### config.mk
export PLATFORM = sky130hd
export DESIGN_NAME = flat_triangle_scanline_rasterizer_unit
export DESIGN_NICKNAME = d
export VERILOG_FILES = /design/src/rtl/ftsr_pkg.sv /design/src/rtl/flat_triangle_scanline_rasterizer_unit.sv /design/src/rtl/ftsr_divider.sv /design/src/rtl/ftsr_datapath.sv /design/src/rtl/ftsr_ctrl.sv
export SDC_FILE = /design/constraint.sdc
export NUM_CORES = 2
export LEC_CHECK = 0
export BUFFER_PORTS_ARGS = -buffer_cell sky130_fd_sc_hd__buf_2
export CAP_MARGIN = 20
export CORE_UTILIZATION = 45
export CTS_CLUSTER_DIAMETER = 200
export DETAILED_ROUTE_END_ITERATION = 16
export GPL_TIMING_DRIVEN = 0
export SYNTH_ARGS = -nofsm -noshare
export SYNTH_HDL_FRONTEND = slang
export SYNTH_HIERARCHICAL = 1
export SYNTH_SLANG_ARGS = --single-unit
### constraint.sdc
create_clock -name clk -period 24.6 [get_ports clk]
set_input_delay 1.23 -clock clk [delete_from_list [all_inputs] [get_ports clk]]
set_output_delay 1.23 -clock clk [all_outputs]
set_load 0.02 [all_outputs]
### src/rtl/ftsr_pkg.sv
// Shared types and constants for the flat triangle scanline rasterizer.
// No dependencies.
package ftsr_pkg;

    localparam logic [2:0] KIND_SPAN     = 3'd0;
    localparam logic [2:0] KIND_LOADED   = 3'd1;
    localparam logic [2:0] KIND_NOT_FLAT = 3'd2;
    localparam logic [2:0] KIND_ZERO_H   = 3'd3;
    localparam logic [2:0] KIND_IDLE     = 3'd4;

    localparam logic CFG_SCREEN_WIDTH  = 1'b0;
    localparam logic CFG_SCREEN_HEIGHT = 1'b1;

    // controller -> datapath commands
    typedef struct packed {
        logic load;       // capture a triangle from the request
        logic div_start;  // launch both edge divisions
        logic span_done;  // emit span, advance row
    } ftsr_cmd_t;

    // datapath -> controller status
    typedef struct packed {
        logic active;
        logic div_busy;
    } ftsr_stat_t;

endpackage

### src/rtl/flat_triangle_scanline_rasterizer_unit.sv
// Flat-top / flat-bottom scanline triangle rasterizer. A load request
// (operation 0) sorts three Q11.4 vertices and answers at once with loaded,
// not-flat or zero-height. Each step request (operation 1) returns one clipped,
// rounded scanline span while a triangle is active, else an idle result. The
// span comes from the two bit-serial edge dividers running side by side over
// the edge numerator (18 + row offset width + EDGE_FRAC_BITS - COORD_FRAC_BITS
// bits); load and idle requests bypass the dividers.
// One request is in flight at a time; the result sits in an output register.
// Depends on ftsr_pkg, ftsr_ctrl, ftsr_datapath, ftsr_divider.
module flat_triangle_scanline_rasterizer_unit
    import ftsr_pkg::*;
#(
    parameter int MAX_SCREEN      = 1024,
    parameter int COORD_FRAC_BITS = 4,
    parameter int EDGE_FRAC_BITS  = 16
) (
    input  logic               clk,
    input  logic               rst_n,
    input  logic               cfg_valid,
    output logic               cfg_ready,
    input  logic [0:0]         cfg_index,
    input  logic [10:0]        cfg_data,
    input  logic               in_valid,
    output logic               in_ready,
    input  logic               operation,
    input  logic signed [15:0] vertex0_x,
    input  logic signed [15:0] vertex0_y,
    input  logic signed [15:0] vertex1_x,
    input  logic signed [15:0] vertex1_y,
    input  logic signed [15:0] vertex2_x,
    input  logic signed [15:0] vertex2_y,
    input  logic [7:0]         red_in,
    input  logic [7:0]         green_in,
    input  logic [7:0]         blue_in,
    output logic               out_valid,
    input  logic               out_ready,
    output logic [2:0]         kind,
    output logic [9:0]         span_row,
    output logic [9:0]         span_start,
    output logic [9:0]         span_end,
    output logic               span_empty,
    output logic [7:0]         red_out,
    output logic [7:0]         green_out,
    output logic [7:0]         blue_out,
    output logic               last_span
);
    ftsr_cmd_t  cmd;
    ftsr_stat_t stat;
    logic       capture;
    logic [2:0] kind_sel, load_kind;
    logic [9:0] d_row, d_start, d_end;
    logic       d_empty, d_last;
    logic [7:0] d_r, d_g, d_b;

    // config writes are always taken
    assign cfg_ready = 1'b1;

    ftsr_ctrl u_ctrl (
        .clk(clk), .rst_n(rst_n), .in_valid(in_valid), .in_ready(in_ready),
        .operation(operation), .out_valid(out_valid), .out_ready(out_ready),
        .cmd(cmd), .stat(stat), .capture(capture), .kind_sel(kind_sel)
    );

    ftsr_datapath #(
        .MAX_SCREEN(MAX_SCREEN), .COORD_FRAC_BITS(COORD_FRAC_BITS),
        .EDGE_FRAC_BITS(EDGE_FRAC_BITS)
    ) u_dp (
        .clk(clk), .rst_n(rst_n), .cmd(cmd), .stat(stat),
        .cfg_valid(cfg_valid), .cfg_index(cfg_index[0]), .cfg_data(cfg_data),
        .vertex0_x(vertex0_x), .vertex0_y(vertex0_y),
        .vertex1_x(vertex1_x), .vertex1_y(vertex1_y),
        .vertex2_x(vertex2_x), .vertex2_y(vertex2_y),
        .red_in(red_in), .green_in(green_in), .blue_in(blue_in),
        .load_kind(load_kind), .span_row(d_row), .span_start(d_start),
        .span_end(d_end), .span_empty(d_empty), .red_out(d_r),
        .green_out(d_g), .blue_out(d_b), .last_span(d_last)
    );

    // Output register: non-span results carry zeros beside kind.
    always_ff @(posedge clk)
    begin
        if (capture)
        begin
            if (kind_sel == KIND_SPAN)
            begin
                kind <= KIND_SPAN; span_row <= d_row; span_start <= d_start;
                span_end <= d_end; span_empty <= d_empty; red_out <= d_r;
                green_out <= d_g; blue_out <= d_b; last_span <= d_last;
            end
            else
            begin
                kind <= (kind_sel == KIND_LOADED) ? load_kind : KIND_IDLE;
                span_row <= '0; span_start <= '0; span_end <= '0;
                span_empty <= 1'b0; red_out <= '0; green_out <= '0;
                blue_out <= '0; last_span <= 1'b0;
            end
        end
    end
endmodule

### src/rtl/ftsr_divider.sv
// Restoring divider: signed floor division, one quotient bit per cycle.
// Depends on nothing.
module ftsr_divider #(
    parameter int NUM_W = 48,
    parameter int DEN_W = 18
) (
    input  logic                    clk,
    input  logic                    rst_n,
    input  logic                    start,
    input  logic signed [NUM_W-1:0] num,
    input  logic signed [DEN_W-1:0] den,
    output logic                    busy,
    output logic signed [NUM_W-1:0] quot
);
    localparam int CW = $clog2(NUM_W + 1);

    logic [NUM_W-1:0] q_reg, q_next;
    logic [DEN_W:0]   r_reg, r_next;
    logic [DEN_W-1:0] d_reg;
    logic             neg_reg, rem_nz;
    logic [CW-1:0]    cnt_reg;
    logic             busy_reg;
    logic [DEN_W+1:0] trial;
    logic [NUM_W-1:0] q_res;

    always_comb
    begin
        trial  = {r_reg, q_reg[NUM_W-1]} - {2'b00, d_reg};
        q_next = {q_reg[NUM_W-2:0], 1'b0};
        r_next = {r_reg[DEN_W-1:0], q_reg[NUM_W-1]};
        if (!trial[DEN_W+1])
        begin
            q_next[0] = 1'b1;
            r_next    = trial[DEN_W:0];
        end
    end

    always_ff @(posedge clk or negedge rst_n)
    begin
        if (!rst_n)
        begin
            busy_reg <= 1'b0;
            cnt_reg  <= '0;
        end
        else if (start)
        begin
            busy_reg <= 1'b1;
            cnt_reg  <= CW'(NUM_W);
        end
        else if (busy_reg)
        begin
            cnt_reg <= cnt_reg - 1'b1;
            if (cnt_reg == CW'(1))
                busy_reg <= 1'b0;
        end
    end

    always_ff @(posedge clk)
    begin
        if (start)
        begin
            q_reg   <= num[NUM_W-1] ? NUM_W'(-num) : num;
            d_reg   <= den[DEN_W-1] ? DEN_W'(-den) : den;
            r_reg   <= '0;
            neg_reg <= num[NUM_W-1] ^ den[DEN_W-1];
        end
        else if (busy_reg)
        begin
            q_reg <= q_next;
            r_reg <= r_next;
        end
    end

    assign rem_nz = (r_reg != '0);
    // floor: negate magnitude, minus one when a remainder is left
    assign q_res  = neg_reg ? (~q_reg + NUM_W'(!rem_nz)) : q_reg;
    assign quot   = $signed(q_res);
    assign busy   = busy_reg;
endmodule

### src/rtl/ftsr_datapath.sv
// Datapath: triangle setup, row state, left and right edge dividers, span rounding.
// Depends on ftsr_pkg and ftsr_divider.
module ftsr_datapath
    import ftsr_pkg::*;
#(
    parameter int MAX_SCREEN      = 1024,
    parameter int COORD_FRAC_BITS = 4,
    parameter int EDGE_FRAC_BITS  = 16
) (
    input  logic               clk,
    input  logic               rst_n,
    input  ftsr_cmd_t          cmd,
    output ftsr_stat_t         stat,
    input  logic               cfg_valid,
    input  logic               cfg_index,
    input  logic [10:0]        cfg_data,
    input  logic signed [15:0] vertex0_x,
    input  logic signed [15:0] vertex0_y,
    input  logic signed [15:0] vertex1_x,
    input  logic signed [15:0] vertex1_y,
    input  logic signed [15:0] vertex2_x,
    input  logic signed [15:0] vertex2_y,
    input  logic [7:0]         red_in,
    input  logic [7:0]         green_in,
    input  logic [7:0]         blue_in,
    output logic [2:0]         load_kind,
    output logic [9:0]         span_row,
    output logic [9:0]         span_start,
    output logic [9:0]         span_end,
    output logic               span_empty,
    output logic [7:0]         red_out,
    output logic [7:0]         green_out,
    output logic [7:0]         blue_out,
    output logic               last_span
);
    localparam int UPS   = EDGE_FRAC_BITS - COORD_FRAC_BITS;
    // row width holds any integer row of a vertex and the clip limit
    localparam int RW    = ((16 - COORD_FRAC_BITS > $clog2(MAX_SCREEN + 1)) ?
                            16 - COORD_FRAC_BITS : $clog2(MAX_SCREEN + 1)) + 1;
    localparam int TW    = RW + COORD_FRAC_BITS + 2;
    localparam int NUM_W = 17 + TW + UPS + 1;
    localparam int EW    = NUM_W + 2;
    localparam int SW    = $clog2(MAX_SCREEN + 1) + 1;

    logic [10:0] width_reg, height_reg;
    logic signed [15:0] apex_x_reg, apex_y_reg, bl_x_reg, br_x_reg, base_y_reg;
    logic signed [RW-1:0] cur_row_reg, fin_row_reg;
    logic going_down_reg, active_reg;
    logic [23:0] color_reg;

    always_ff @(posedge clk or negedge rst_n)
    begin
        if (!rst_n)
        begin
            width_reg  <= 11'd1000;
            height_reg <= 11'd1000;
        end
        else if (cfg_valid)
        begin
            if (cfg_index == CFG_SCREEN_WIDTH)
                width_reg <= cfg_data;
            else
                height_reg <= cfg_data;
        end
    end

    logic signed [SW-1:0] w_eff, h_eff;
    always_comb
    begin
        w_eff = (width_reg == 0) ? SW'(1) :
                ({1'b0, width_reg} > 12'(MAX_SCREEN)) ? SW'(MAX_SCREEN) : SW'(width_reg);
        h_eff = (height_reg == 0) ? SW'(1) :
                ({1'b0, height_reg} > 12'(MAX_SCREEN)) ? SW'(MAX_SCREEN) : SW'(height_reg);
    end

    // Load: stable three-element sort by y
    logic signed [15:0] sx [3];
    logic signed [15:0] sy [3];
    logic signed [15:0] tx, ty;
    logic signed [RW-1:0] first, last, fl_apex, ce_apex, fl_base, ce_base;
    logic signed [RW-1:0] hm1;
    logic flat_top, flat_bot, vis;
    logic signed [15:0] nbx, nby, nbxa, nbxb;

    always_comb
    begin
        tx = '0;
        ty = '0;
        sx[0] = vertex0_x; sy[0] = vertex0_y;
        sx[1] = vertex1_x; sy[1] = vertex1_y;
        sx[2] = vertex2_x; sy[2] = vertex2_y;
        if (sy[0] > sy[1]) begin tx = sx[0]; ty = sy[0]; sx[0] = sx[1]; sy[0] = sy[1];
            sx[1] = tx; sy[1] = ty; end
        if (sy[1] > sy[2]) begin tx = sx[1]; ty = sy[1]; sx[1] = sx[2]; sy[1] = sy[2];
            sx[2] = tx; sy[2] = ty; end
        if (sy[0] > sy[1]) begin tx = sx[0]; ty = sy[0]; sx[0] = sx[1]; sy[0] = sy[1];
            sx[1] = tx; sy[1] = ty; end
        flat_top = (sy[0] == sy[1]);
        flat_bot = (sy[1] == sy[2]);
        hm1 = RW'(h_eff) - RW'(1);
        if (flat_top)
        begin
            nbx = sx[2]; nby = sy[2]; tx = sy[0]; nbxa = sx[0]; nbxb = sx[1];
        end
        else
        begin
            nbx = sx[0]; nby = sy[0]; tx = sy[1]; nbxa = sx[1]; nbxb = sx[2];
        end
        fl_apex = RW'(nby >>> COORD_FRAC_BITS);
        ce_apex = RW'((17'(nby) + 17'((1 << COORD_FRAC_BITS) - 1)) >>> COORD_FRAC_BITS);
        fl_base = RW'(tx >>> COORD_FRAC_BITS);
        ce_base = RW'((17'(tx) + 17'((1 << COORD_FRAC_BITS) - 1)) >>> COORD_FRAC_BITS);
        if (flat_top)
        begin
            first = (fl_apex > hm1) ? hm1 : fl_apex;
            last  = (ce_base < 0) ? '0 : ce_base;
            vis   = first >= last;
        end
        else
        begin
            first = (ce_apex < 0) ? '0 : ce_apex;
            last  = (fl_base > hm1) ? hm1 : fl_base;
            vis   = first <= last;
        end
        if (flat_top && flat_bot)
            load_kind = KIND_ZERO_H;
        else if (flat_top || flat_bot)
            load_kind = KIND_LOADED;
        else
            load_kind = KIND_NOT_FLAT;
    end

    always_ff @(posedge clk or negedge rst_n)
    begin
        if (!rst_n)
        begin
            active_reg     <= 1'b0;
            going_down_reg <= 1'b0;
            cur_row_reg    <= '0;
            fin_row_reg    <= '0;
            apex_x_reg     <= '0;
            apex_y_reg     <= '0;
            bl_x_reg       <= '0;
            br_x_reg       <= '0;
            base_y_reg     <= '0;
            color_reg      <= '0;
        end
        else if (cmd.load)
        begin
            color_reg  <= {red_in, green_in, blue_in};
            active_reg <= 1'b0;
            if (load_kind == KIND_LOADED)
            begin
                apex_x_reg     <= nbx;
                apex_y_reg     <= nby;
                base_y_reg     <= tx;
                bl_x_reg       <= (nbxa < nbxb) ? nbxa : nbxb;
                br_x_reg       <= (nbxa < nbxb) ? nbxb : nbxa;
                going_down_reg <= flat_top;
                cur_row_reg    <= first;
                fin_row_reg    <= last;
                active_reg     <= vis;
            end
        end
        else if (cmd.span_done)
        begin
            if (cur_row_reg == fin_row_reg)
                active_reg <= 1'b0;
            else if (going_down_reg)
                cur_row_reg <= cur_row_reg - 1'b1;
            else
                cur_row_reg <= cur_row_reg + 1'b1;
        end
    end

    // Numerators: dx * tn * 2^UPS, combinational, captured by the dividers on start
    logic signed [17:0] dy;
    logic signed [16:0] dxl, dxr;
    logic signed [TW-1:0] tn;
    logic signed [NUM_W-1:0] num_l, num_r;
    logic signed [NUM_W-1:0] ql, qr;
    logic busy_l, busy_r;

    always_comb
    begin
        dy  = 18'(base_y_reg) - 18'(apex_y_reg);
        dxl = 17'(bl_x_reg) - 17'(apex_x_reg);
        dxr = 17'(br_x_reg) - 17'(apex_x_reg);
        tn  = (TW'(cur_row_reg) <<< COORD_FRAC_BITS) - TW'(apex_y_reg);
        num_l = NUM_W'(dxl * tn) <<< UPS;
        num_r = NUM_W'(dxr * tn) <<< UPS;
    end

    ftsr_divider #(.NUM_W(NUM_W), .DEN_W(18)) u_div_l (
        .clk(clk), .rst_n(rst_n), .start(cmd.div_start),
        .num(num_l), .den(dy), .busy(busy_l), .quot(ql)
    );
    ftsr_divider #(.NUM_W(NUM_W), .DEN_W(18)) u_div_r (
        .clk(clk), .rst_n(rst_n), .start(cmd.div_start),
        .num(num_r), .den(dy), .busy(busy_r), .quot(qr)
    );

    logic signed [EW-1:0] ex_l, ex_r, hi, cl, cr;
    logic [EW-1:0] s_full, e_full;
    always_comb
    begin
        ex_l = (EW'(apex_x_reg) <<< UPS) + EW'(ql);
        ex_r = (EW'(apex_x_reg) <<< UPS) + EW'(qr);
        hi   = EW'(w_eff - SW'(1)) <<< EDGE_FRAC_BITS;
        cl   = (ex_l < 0) ? '0 : (ex_l > hi) ? hi : ex_l;
        cr   = (ex_r < 0) ? '0 : (ex_r > hi) ? hi : ex_r;
        s_full = (cl + EW'((1 << EDGE_FRAC_BITS) - 2)) >> EDGE_FRAC_BITS;
        e_full = (cr + EW'(1)) >> EDGE_FRAC_BITS;
    end

    assign span_row   = cur_row_reg[9:0];
    assign span_start = s_full[9:0];
    assign span_end   = e_full[9:0];
    assign span_empty = s_full > e_full;
    assign red_out    = color_reg[23:16];
    assign green_out  = color_reg[15:8];
    assign blue_out   = color_reg[7:0];
    assign last_span  = cur_row_reg == fin_row_reg;
    assign stat.active   = active_reg;
    assign stat.div_busy = busy_l | busy_r;
endmodule

### src/rtl/ftsr_ctrl.sv
// Controller: request sequencing and output register handshake.
// Depends on ftsr_pkg.
module ftsr_ctrl
    import ftsr_pkg::*;
(
    input  logic       clk,
    input  logic       rst_n,
    input  logic       in_valid,
    output logic       in_ready,
    input  logic       operation,
    output logic       out_valid,
    input  logic       out_ready,
    output ftsr_cmd_t  cmd,
    input  ftsr_stat_t stat,
    output logic       capture,
    output logic [2:0] kind_sel
);
    typedef enum logic [1:0] { ST_IDLE, ST_LAUNCH, ST_DIVIDE, ST_EMIT } state_t;

    state_t state_reg;
    logic   ov_reg;
    logic   free;

    // output register can take a new result
    assign free     = !ov_reg || out_ready;
    assign in_ready = (state_reg == ST_IDLE) && free;
    assign out_valid = ov_reg;

    always_comb
    begin
        cmd.load      = in_valid && in_ready && !operation;
        cmd.div_start = state_reg == ST_LAUNCH;
        cmd.span_done = (state_reg == ST_EMIT) && free;
        capture = (in_valid && in_ready && (!operation || !stat.active)) || cmd.span_done;
        kind_sel = cmd.span_done ? KIND_SPAN : (!operation ? KIND_LOADED : KIND_IDLE);
    end

    always_ff @(posedge clk or negedge rst_n)
    begin
        if (!rst_n)
        begin
            state_reg <= ST_IDLE;
            ov_reg    <= 1'b0;
        end
        else
        begin
            if (capture)
                ov_reg <= 1'b1;
            else if (out_ready)
                ov_reg <= 1'b0;
            case (state_reg)
                ST_IDLE:
                    if (in_valid && in_ready && operation && stat.active)
                        state_reg <= ST_LAUNCH;
                ST_LAUNCH: state_reg <= ST_DIVIDE;
                ST_DIVIDE:
                    if (!stat.div_busy)
                        state_reg <= ST_EMIT;
                ST_EMIT:
                    if (free)
                        state_reg <= ST_IDLE;
                default: state_reg <= ST_IDLE;
            endcase
        end
    end
endmodule
## Word-level counts from Yosys, hierarchy flattened

Cells that the tools add are included.

| operators by class | value |
|---|---|
| eq/ne operators | 15 |
| multiply operators | 2 |
| reduce and logical (&&, ||, !) cells | 35 |
| bitwise operators | 7 |
| mux-type cells | 71 |
| order comparisons | 17 |
| $add $sub $neg | 23 |

Operator list:

| operator | number |
|---|---|
| two-way mux 49 bit | 8 |
| two-way mux 51 bit | 4 |
| two-way mux 32 bit | 6 |
| two-way mux 13 bit | 11 |
| two-way mux 16 bit | 7 |
| > comparator 51 bit | 2 |
| < comparator 51 x 1 -> 1 bit, second input constant | 2 |
| adder 28 x 49 -> 50 bit | 2 |
| adder 49 x 1 -> 49 bit | 2 |
| negator 49 bit | 2 |
| inverter 49 bit | 2 |
| multiplier 17 x 18 -> 35 bit | 2 |
| adder 51 x 17 -> 51 bit, second input constant | 1 |
| adder 51 x 2 -> 51 bit, second input constant | 1 |
| subtractor 16 x 16 -> 17 bit | 3 |
| > comparator 16 bit | 3 |
| two-way mux 11 bit | 4 |
| subtractor 20 x 18 -> 20 bit | 2 |
| two-way mux 19 bit | 2 |
| nonzero test 19 bit | 2 |
| > comparator 35 bit | 1 |
| adder 16 x 5 -> 17 bit, second input constant | 2 |
| equality test 16 bit | 2 |
| > comparator 12 x 13 -> 1 bit | 2 |
| 37 further kinds | 95 |

| word-level totals | value |
|---|---|
| input bits | 138 |
| flip-flop bits (word level) | 386 |
| word-level logic and storage cells | 206 |

## Depth between registers and ports, before layout

| depth | value |
|---|---|
| depth after elaboration | 15 |
| gate-level depth with buffers | 77 |
| depth with buffers taken out | 66 |

## By module

Netlist, hierarchy kept.

Modules (own cells, without submodules):

| module | seq. area each (µm²) | area an instance (µm²) | times used | cells each |
|---|---|---|---|---|
| ftsr_datapath | 3,868.7 | 46,607.2 | 1 | 5,728 |
| ftsr_divider at u_dp.u_div_l | 2,597.5 | 7,128.1 | 1 | 803 |
| ftsr_divider at u_dp.u_div_r | 2,597.5 | 7,030.5 | 1 | 796 |
| flat_triangle_scanline_rasterizer_unit | 1,771.7 | 2,511.2 | 1 | 141 |
| ftsr_ctrl | 75.1 | 295.3 | 1 | 30 |

## Worst setup path before layout

OpenSTA, ideal clock, no wires.

| path | value |
|---|---|
| path kind | input -> register |
| from | in vertex1_y[1] |
| to | reg u_dp.active_reg |
| buffers on the path | 13 |
| library setup time | 0.085 ns |
| slack | 9.684 ns |
| stages on the path | 76 |
| arrival | 14.832 ns |
| path through | clkbuf_1 -> inv_1 -> ha_1 -> nor2b_1 -> o211ai_1 -> a2111o_1 -> o211ai_2 -> nand2_4 -> buf_2 -> buf_1 -> buf_1 -> clkbuf_1 -> mux2i_1 -> inv_1 -> ha_1 -> nand4_1 -> nor3_1 -> a21boi_1 -> (+40 left out) -> ha_1 -> nor2b_1 -> o21a_1 -> o21a_1 -> o21a_1 -> o21a_1 -> o21a_1 -> o21ai_0 -> nand2b_1 -> a21oi_1 -> nor2b_1 -> o21ai_0 -> nand2b_1 -> a21oi_1 -> nor2_1 -> mux2i_1 -> a21oi_1 -> o22ai_1 |

| between the ends | value |
|---|---|
| cells in the longest elaborated chain, start to end | 15 |

RTL lines:

| what | RTL line | source |
|---|---|---|
| start: declaration | flat_triangle_scanline_rasterizer_unit.sv:29 | `input logic signed [15:0] vertex1_y,` |
| > comparator 16 bit | ftsr_datapath.sv:92 | `if (sy[0] > sy[1]) begin tx = sx[0]; ty = sy[0]; sx[0] = sx[1]; sy[0] = sy[1];` |
| two-way mux 32 bit (*) | ftsr_datapath.sv:92 |  |
| > comparator 16 bit | ftsr_datapath.sv:94 | `if (sy[1] > sy[2]) begin tx = sx[1]; ty = sy[1]; sx[1] = sx[2]; sy[1] = sy[2];` |
| two-way mux 32 bit | ftsr_datapath.sv:94 |  |
| > comparator 16 bit | ftsr_datapath.sv:96 | `if (sy[0] > sy[1]) begin tx = sx[0]; ty = sy[0]; sx[0] = sx[1]; sy[0] = sy[1];` |
| two-way mux 32 bit | ftsr_datapath.sv:96 |  |
| equality test 16 bit | ftsr_datapath.sv:98 | `flat_top = (sy[0] == sy[1]);` |
| two-way mux 16 bit | ftsr_datapath.sv:101 | `if (flat_top)` |
| adder 16 x 5 -> 17 bit, on equally long branches | ftsr_datapath.sv:110, ftsr_datapath.sv:112 |  |
| < comparator 13 x 1 -> 1 bit, on equally long branches | ftsr_datapath.sv:121, ftsr_datapath.sv:116 |  |
| two-way mux 13 bit, on equally long branches | ftsr_datapath.sv:121, ftsr_datapath.sv:116 |  |
| <= comparator 13 bit / greater-or-equal comparator 13 bit (equally long branches) | ftsr_datapath.sv:123, ftsr_datapath.sv:117 |  |
| two-way mux 1 bit | ftsr_datapath.sv:113 | `if (flat_top)` |
| two-way mux 1 bit (*) | ftsr_datapath.sv:152 | `if (load_kind == KIND_LOADED)` |
| two-way mux 1 bit (*) | ftsr_datapath.sv:148 | `else if (cmd.load)` |
| end signal: assignment | ftsr_datapath.sv:162 | `active_reg <= vis;` |
| end: declaration | ftsr_datapath.sv:48 | `logic going_down_reg, active_reg;` |

Every way passes the cells marked *; elsewhere a longest branch is shown, timed or not.
A chain may end at the register's enable or synchronous reset.

## Final worst setup path

Same ends and word-level chain as after synthesis.

==> metrics.cfg <==
[worst_setup_path]
cp.required_ns = 25.06
cp.depth = 74
crit_end = u_dp/active_reg$_DFFE_PN0P_
r2r_cells = 47
critPathTopFamily = compound AO/OA/AOI/OAI gates
cpMaxStageDelayCell = a21oi_1
cpMostUsedCell = o21a_1
arrival_ns = 19.83
r2r_setup_slack_ns = 9.40
cp-end-kind = flip-flop
r2r_start = u_dp/apex_y_reg[0]$_DFFE_PN0P_
crit_path_start = vertex1_y[1]
critPathMaxStageDelay_ns = 0.77
startpoint_type = input port
crit_buf_inv = 16
r2r_end = u_dp/u_div_r/q_reg[44]$_DFFE_PP_
cp_max_fo = 10
worstSetupPathType = in2reg

[yosys]
yosys.area.top_type = fa_1
synthDistinctLibCells = 123
synth_top_area_share_pct = 19.8
synth_seq_cells = 404
synth-edff-count = 195
synthCells = 7498
postSynthAreaPerCell_sq_um = 8.48
synth_area_leaders = fa_1 20%, ha_1 12%, edfxtp_1 9.2%
synth_ff_type = edfxtp_1
synth-seq-area-share_pct = 17.2
synth_warnings = 6
syn_area_sq_um = 63600
async_reset_ff_share_pct = 42.3

[route]
drt-initial-drc-count = 4707
wire_per_inst_um = 22.2
drc_errors = 0
wl_mm = 219
post_drt_via_cell_ratio = 5.70
ant_nets = 0
vias = 56100
firstDrtPassIters = 6

[sta]
setup_viol = 0
final_max_slew_viol_count = 0
worst_pin_slew_ns = 1.23
timing.fmax_mhz = 51.6
timing.final.crit_share_pct = 78.7
tns_ns = 0
max_slew_margin_pct = 17.4
rsz0062_at_grt = no
holdWs_ns = 0.484
finalClockSkew_ns = 0.0328
setup_ws_ns = 5.23
layout_min_cycle_time_ns = 19.37
hold_viol = 0

[grt]
overflow = 0
grt_max_degree = 110
antenna_found_initial = 10
grt_pass1_wl_mm = 335
grt_pass1_vias = 55600
grtUsageTotal_pct = 30.7

[power]
p_leak_nw = 32.2
ir_worst_vdd_mv = 0.0497
power_mw = 2.95
p_per_area_nw_per_um2 = 42.3

[hold_path]
hold_class = reg2reg

[floorplan]
core_sq_um = 140000
fp.dieH_um = 378
row_count = 137
die-area_sq_um = 143000
fp.dieW_um = 378
start_util_pct = 45.4
pin_count = 200

[place]
post-place-ws_ns = 4.97
gp_congestion = 1.01
numPlacedInstances = 9751
portBuffers = 194
hpwl_mm = 183
dpl_cell_area_sq_um = 68100

[cts]
clock_latency_ns = 0.62
cts.sinks = 404
cts_htree_levels = 2
cts-buffers-inserted = 47
cts_resized = 0
cts_tree = built
cts_buffer_depth = 3
postCtsHoldBufs = 0
cts-root-buf = clkbuf_16
clk_pin_slew_ns = 0.06
cts_setup_buffers = 0

[final_layout]
drive_gt1_share_pct = 7.29
fin_util_pct = 49.8
final_common_cell = inv_1
stdcell_area_sq_um = 69700
syn_to_final_growth_pct = 9.60
layoutNonFillerInstCount = 9853
nNetsFinal = 9294
layout_common_cells = 943 x inv_1, 826 x nand2_1, 659 x nor2_1

[run]
cap_violations = 0

[status]
status = finished clean

[where the power goes]
group          internal (mW)  leakage, nW  switching, mW
sequential             0.717         4.37         0.0202
combinational          0.517         27.1          0.993
clock                  0.404        0.728          0.297
[layout make-up]
class                      instances  area, sq um
antenna                            8         20.0
clock buffer                      63         1270
sequential                       404        10900
tap                             1876         2350
timing repair buffer             249         1600
multi-input combinational       5985        48500
inverter                         947         3550
buffer                           299         1270
clock inverter                    22          234
fill                           13700        70200
[cells by family (layout without fill, tap and decap cells)]
logic type               count (synthesis)  after routing  synth area share [%]
adder cells (fa/ha/maj)               1223           1223                  31.5
buffers and inverters                 1246           1580                  7.59
flip-flops                             404            404                  17.2
multiplexers                           160            160                  2.68
other                                    4            149                0.0236
AO/OA/AOI/OAI                         1531           1531                  15.3
AND/OR/NAND/NOR                       2353           2353                  17.7
XOR/XNOR                               577            577                  7.98
[worst register-to-register path, delay by kind of cell (launching register included)]
family / cells / cell delay [ns]
adders and majority gates: 8 / 3.73
and+or+nand+nor: 4 / 0.59
DFF: 1 / 0.41
AOI/OAI and AO/OA: 22 / 5.19
xor gates and xnor gates: 3 / 1.44
buffers and inverters: 10 / 3.53
[Yosys cell counts, types with 23 or more instances]
| master | count |
|---|---|
| nor4b_1 | 49 |
| edfxtp_1 | 195 |
| fa_1 | 630 |
| or2_2 | 30 |
| o31ai_1 | 83 |
| and2_1 | 112 |
| mux2_2 | 69 |
| and3_1 | 30 |
| nand3_1 | 113 |
| o22ai_1 | 63 |
| a211oi_1 | 56 |
| o21a_1 | 51 |
| a21o_1 | 106 |
| mux2i_1 | 88 |
| dfrtp_1 | 159 |
| nor2_1 | 661 |
| dfxtp_1 | 38 |
| o41ai_1 | 44 |
| xor2_1 | 187 |
| a21oi_1 | 454 |
| nand2b_1 | 77 |
| clkbuf_1 | 232 |
| or3_1 | 46 |
| a31oi_1 | 32 |
| nand4_1 | 93 |
| nor4_1 | 57 |
| a21boi_0 | 23 |
| o21bai_1 | 38 |
| nor2b_1 | 62 |
| nor3_1 | 84 |
| inv_1 | 945 |
| xnor2_1 | 389 |
| ha_1 | 593 |
| nand2_1 | 826 |
| o211ai_1 | 42 |
| o21ai_0 | 357 |
[worst min-delay path by stage]
stage | start | endpoint | slack (ns) | cells past startpoint
after floorplan | u_dp/apex_y_reg[10]$_DFFE_PN0P_ | u_dp/apex_y_reg[10]$_DFFE_PN0P_ | 0.45 | 2
after global placement | u_dp/apex_y_reg[14]$_DFFE_PN0P_ | u_dp/apex_y_reg[14]$_DFFE_PN0P_ | 0.46 | 2
after detailed placement | u_dp/apex_y_reg[15]$_DFFE_PN0P_ | u_dp/apex_y_reg[15]$_DFFE_PN0P_ | 0.47 | 2
after CTS | u_dp/apex_y_reg[15]$_DFFE_PN0P_ | u_dp/apex_y_reg[15]$_DFFE_PN0P_ | 0.48 | 2
after global routing | u_dp/apex_y_reg[7]$_DFFE_PN0P_ | u_dp/apex_y_reg[7]$_DFFE_PN0P_ | 0.51 | 2
final | u_dp/bl_x_reg[7]$_DFFE_PN0P_ | u_dp/bl_x_reg[7]$_DFFE_PN0P_ | 0.48 | 2
[per-layer routing]
metal / part of all wire (%) / GRT usage [%]
met4: 4.0 / 11.5
met2: 45 / 48.4
met3: 7.5 / 5.01
met5: 0.0059 / 0
met1: 44 / 42.1
(Power assumes the default switching activity.)
